[src/rtl/lkvc_pkg.sv]
// Shared types and constants for the LRU key-value cache.
package lkvc_pkg;

  localparam int KEY_W       = 16;
  localparam int VALUE_W     = 17;
  localparam int WAYS_W      = 7;
  localparam int STAMP_W     = 32;
  localparam int IN_TDATA_W  = 40;
  localparam int OUT_TDATA_W = 24;

  localparam logic [WAYS_W-1:0] WAYS_RESET = 7'd64;

  // Request kinds carried on in_tuser
  localparam logic FUNC_GET = 1'b0;
  localparam logic FUNC_PUT = 1'b1;

  typedef enum logic [1:0] {
    ST_IDLE,
    ST_SCAN,
    ST_WRITE
  } lkvc_state_t;

endpackage

[src/rtl/lkvc_cell.sv]
// One cache slot: holds valid/key/value/stamp and folds its entry into the scan token.
module lkvc_cell import lkvc_pkg::*; #(
  parameter  int ENTRIES  = 64,
  parameter  int CELL_IDX = 0,
  localparam int IW    = (ENTRIES > 1) ? $clog2(ENTRIES) : 1,
  localparam int CW    = $clog2(ENTRIES + 1),
  localparam int NW    = (CW > WAYS_W) ? CW : WAYS_W,
  localparam int TOK_W = 1 + IW + VALUE_W + 1 + IW + 1 + STAMP_W + IW,
  localparam int WR_W  = 1 + 1 + 1 + IW + KEY_W + VALUE_W + STAMP_W
) (
  input  logic               clk,
  input  logic               rst_n,
  input  logic [KEY_W-1:0]   lookup_key,
  input  logic [NW-1:0]      active_cnt,
  input  logic [STAMP_W-1:0] use_counter,
  input  logic [TOK_W-1:0]   tok_in,
  output logic [TOK_W-1:0]   tok_out,
  input  logic [WR_W-1:0]    wr_bus
);

  typedef struct packed {
    logic               found;
    logic [IW-1:0]      hit_idx;
    logic [VALUE_W-1:0] rd_value;
    logic               empty;
    logic [IW-1:0]      empty_idx;
    logic               have_best;
    logic [STAMP_W-1:0] best_age;
    logic [IW-1:0]      best_idx;
  } scan_tok_t;

  typedef struct packed {
    logic               en;
    logic               set_value;
    logic               set_key;
    logic [IW-1:0]      idx;
    logic [KEY_W-1:0]   key;
    logic [VALUE_W-1:0] value;
    logic [STAMP_W-1:0] stamp;
  } wr_req_t;

  logic               valid_r;
  logic [KEY_W-1:0]   key_r;
  logic [VALUE_W-1:0] value_r;
  logic [STAMP_W-1:0] stamp_r;

  scan_tok_t          tin;
  scan_tok_t          tok_nxt;
  scan_tok_t          tok_r;
  wr_req_t            wr;
  logic               active;
  logic               wr_here;
  logic [STAMP_W-1:0] age;

  assign tin     = tok_in;
  assign wr      = wr_bus;
  assign tok_out = tok_r;
  assign active  = NW'(CELL_IDX) < active_cnt;
  assign wr_here = wr.en && (wr.idx == IW'(CELL_IDX));
  assign age     = use_counter - stamp_r;

  // Fold this slot into the token: first hit, first empty, oldest entry
  always_comb begin
    tok_nxt = tin;
    if (active) begin
      if (valid_r) begin
        if (!tin.found && key_r == lookup_key) begin
          tok_nxt.found    = 1'b1;
          tok_nxt.hit_idx  = IW'(CELL_IDX);
          tok_nxt.rd_value = value_r;
        end
        if (!tin.have_best || age > tin.best_age) begin
          tok_nxt.have_best = 1'b1;
          tok_nxt.best_age  = age;
          tok_nxt.best_idx  = IW'(CELL_IDX);
        end
      end else if (!tin.empty) begin
        tok_nxt.empty     = 1'b1;
        tok_nxt.empty_idx = IW'(CELL_IDX);
      end
    end
  end

  // Token stage toward the next cell
  always_ff @(posedge clk) begin
    tok_r <= tok_nxt;
  end

  // Slot valid bit
  always_ff @(posedge clk) begin
    if (!rst_n) begin
      valid_r <= 1'b0;
    end else if (wr_here && wr.set_key) begin
      valid_r <= 1'b1;
    end
  end

  // Slot payload
  always_ff @(posedge clk) begin
    if (wr_here) begin
      stamp_r <= wr.stamp;
      if (wr.set_key) begin
        key_r <= wr.key;
      end
      if (wr.set_value) begin
        value_r <= wr.value;
      end
    end
  end

endmodule

[config.mk]
export PLATFORM = sky130hd
export DESIGN_NAME = lkvc_cell
export DESIGN_NICKNAME = d
export VERILOG_FILES = /design/src/rtl/lkvc_pkg.sv /design/src/rtl/lkvc_cell.sv
export SDC_FILE = /design/constraint.sdc
export NUM_CORES = 1
export LEC_CHECK = 0
export ABC_AREA = 1
export BUFFER_PORTS_ARGS = -buffer_cell sky130_fd_sc_hd__buf_2
export CORE_MARGIN = 8
export CORE_UTILIZATION = 55
export CTS_BUF_LIST = sky130_fd_sc_hd__clkbuf_4 sky130_fd_sc_hd__clkbuf_8 sky130_fd_sc_hd__clkbuf_16
export DETAILED_ROUTE_END_ITERATION = 8
export GPL_ROUTABILITY_DRIVEN = 0
export PLACE_DENSITY = 0.95
export SYNTH_ARGS = -nofsm -noshare
export SYNTH_HDL_FRONTEND = slang
export SYNTH_SLANG_ARGS = --single-unit
[constraint.sdc]
create_clock -name clk -period 5.5 [get_ports clk]
set_input_delay 0.825 -clock clk [delete_from_list [all_inputs] [get_ports clk]]
set_output_delay 0.825 -clock clk [all_outputs]
set_load 0.01 [all_outputs]
==> metrics.md <==
| Metric | Value |
|---|---|
| CP arrival | `between 4 and 5 ns` |
| Final #Nets | `1523` |
| Slew Viols, Final | `0` |
| Library cells used by synthesis | `43` |
| Core Footprint | `13900 um^2` |
| Final setup violation count | `0` |
| Worst Tran Pin Value | `~0.85 ns` |
| Post-Route WL | `23200 um` |
| Via density | `5.21` |
| Hold_buf cts | `0` |
| Peak Freq | `240 MHz` |
| Post-synthesis sequential area ratio | `43.2%` |
| Number of flops mapped to enable cells by yosys | `65` |
| CTS Root Cell | `clkbuf_16` |
| Largest net degree at the start of global routing | `42` |
| Die H | `approximately 140 um` |
| DRC errors left | `0` |
| Leakage | `5.37 nW` |
| Number of CTS-inserted buffers | `17` |
| Initial antenna violation count | `0` |
| Post-DP HPWL | `18300 um` |
| Min Tclk post-route | `4.17 ns` |
| Buf/Inv on CP | `3` |
| Crit path max-delay cell type | `fa_1` |
| Avg Cell Area, Syn | `7.97 um^2` |
| Pwr/cell area | `273 nW/um^2` |
| Worst Path Required | `5.82 ns` |
| Final TNS setup | `0 ns` |
| Vias in the first global route | `7545` |
| TritonRoute pass-1 iters | `6` |
| Top FF cell, synth | `dfxtp_1` |
| N_diodes | `0` |
| Worst-path fanout max | `39` |
| Max-Cap Viols | `0` |
| Area of the die | `~18000 um^2` |
| Max IR drop VDD | `between 0.3 and 0.4 mV` |
| Final critical-path share of the clock period | `75.9%` |
| CP Capture Type | `register` |
| Post-synth ARST share | `0%` |
| Hold slack | `0.434 ns` |
| Area Overhead vs Synth | `26.8%` |
| Depth of the CTS H-tree | `4` |
| Gate Count Post-Synth | `981` |
| Site row count | `43` |
| Sequential standard cell area | `3370 um^2` |
| Critical path launch point type | `input pin` |
| I/O pins | `271` |
| Area of the multi-input gates | `3720 um^2` |
| Synth Register Bits | `136` |
| CP dominant cell by count | `nand2_1` |
| Hold Fails Final Rpt | `0` |
| Syn Std Cell Area | `between 7000 and 8000 um^2` |
| Clock buffer depth | `2` |
| Worst clock skew | `roughly 0.013 ns` |
| Initial core utilization | `56.3%` |
| Worst slew margin | `43.0%` |
| Slowest Stage Delay on Critical Path | `roughly 0.41 ns` |
| Layout cells sized above 1 | `between 20% and 30%` |
| CTS sink cnt | `136` |
| Violation count after the first detailed-route iteration | `slightly below 700` |
| First-pass GRT wire length | `36100 um` |
| Gr ovfl total | `0` |
| Syn Nets | `approximately 1200` |
| Synth Warn # | `0` |
| Resize count post-CTS | `0` |
| Pwr Total | `2.71 mW` |
| Port buffer count | `270` |
| Die X | `~140 um` |
| Post-route non-filler standard cell count | `1451` |
| Vias post-DR | `7556` |
| Filler instances | `1016` |
| GRT Total Usage | `25.1%` |
| CTS tree | `yes` |
| Final antenna-violating net count | `0` |
| CP delay by family, top | `simple AND/OR/NAND/NOR gates` |
| Dpl cells | `1419` |
| Worst skew pair latency | `0.43 ns` |
| RSZ-0062 raised after global routing | `false` |
| Post-CTS Setup Bufs | `0` |
| Status | `complete, no violations` |
| R2r setup slk | `between 1.5 and 2 ns` |
| Worst-path clk slew | `0.06 ns` |
| Drt wl/cell | `16.0 um` |
| Hold WC Path Type | `reg2reg` |
| Setup Crit Path Kind | `in2reg` |
==> report_power, final <==
group / leakage (nW) / internal, mW / switching, mW
logic: 3.88 / 0.171 / 0.248
clock network: 0.301 / 0.730 / 0.460
registers: 1.18 / 1.09 / 0.00755
==> final timing paths <==
kind,startpoint,to,depth (start not counted)
setup / recovery,use_counter[0],tok_out[21],28
hold / removal,value_r[6],tok_out[52],2
setup reg to reg,stamp_r[12],tok_out[21],22
hold reg to reg,value_r[6],tok_out[52],2
==> logic make-up after synthesis <==
family                   Yosys count  synth area share (%)
buffers and inverters            174                  9.27
adder cells (fa/ha/maj)           64                  10.3
XOR/XNOR                          27                  3.03
AO/OA/AOI/OAI                     72                  5.25
AND/OR/NAND/NOR                  508                  28.9
flip-flops                       136                  43.2
==> routing by layer <==
layer | wire length [um] | GRT usage, % | share of wire (%)
met1 | 8550 | 27.5 | 37
met5 | 0 | 0 | 0
met3 | 2340 | 7.83 | 10
met4 | 778 | 11.0 | 3.4
met2 | 11500 | 43.7 | 50
==> registers in the layout, summed over array words and instances, names as in the netlist <==
| register | cells |
|---|---|
| value_r | 17 |
| tok_out | 70 |
| key_r | 16 |
| stamp_r | 32 |
| valid_r | 1 |
==> synth_stat cells, types with 2 or more instances <==
cell type | number | share of area [%]
buf_2 | 7 | 0.45
o21a_1 | 2 | 0.19
nor3b_1 | 2 | 0.19
nand3_2 | 21 | 2.7
nand2_1 | 330 | 16
nand3_1 | 42 | 2.7
inv_1 | 159 | 7.6
a21boi_0 | 8 | 0.77
a21o_1 | 2 | 0.19
edfxtp_1 | 65 | 25
ha_1 | 63 | 10
nand2_4 | 2 | 0.29
dfxtp_1 | 71 | 18
buf_6 | 2 | 0.29
and2_1 | 3 | 0.24
nor3_1 | 12 | 0.77
nor4_2 | 2 | 0.32
nand4_1 | 9 | 0.72
nor2_2 | 3 | 0.24
nand2_2 | 6 | 0.48
nor2_1 | 62 | 3.0
xor2_1 | 27 | 3.0
or2_2 | 2 | 0.16
a21oi_1 | 40 | 2.6
nand3b_1 | 3 | 0.29
buf_12 | 2 | 0.51
o21bai_1 | 6 | 0.58
nor4_1 | 3 | 0.24
o21ai_0 | 11 | 0.70
==> cells in the final DEF, fill, tap and decap left out, types with 3 or more instances in the layout <==
cell type and n:
nor3_1 12, a21boi_0 8, edfxtp_1 65, nand2_2 6, and2_1 3, nand4_1 9, clkbuf_16 17, dfxtp_1 71
inv_1 159, bufinv_16 3, nand3_1 42, nor2_1 62, inv_6 6, ha_1 63, a21oi_1 40, nor4_1 3
o21ai_0 11, buf_2 270, nand3b_1 3, xor2_1 27, nand3_2 21, nand2_1 330, o21bai_1 6
==> through the flow <==
stage	setup slack, ns	area [um^2]	util (%)
after global placement	1.18	9290	66.9
after CTS	1.37	9910	71.4
after floorplan	1.86	7810	-
after global routing	1.02	9910	71.4
final	1.33	9910	71.4
after detailed placement	0.948	9290	66.9
==> layout make-up <==
cell class	instances	share of cell area [%]
flip-flops and latches	136	34.0
repair buffers	272	13.8
clock inverters	14	1.89
multi-input cells	671	37.6
well taps	180	2.27
inverters	160	6.06
clock buffers	18	4.37
==> worst register-to-register path: cells and delay by family, from the launching register on <==
kind            cells  cell delay, ns
simple gates       16            2.10
compound gates      3            0.73
fa+ha+maj           2            0.69
flops               1            0.32
buf+inv             1            0.04
Note: power is estimated with default switching activity, not from simulation.
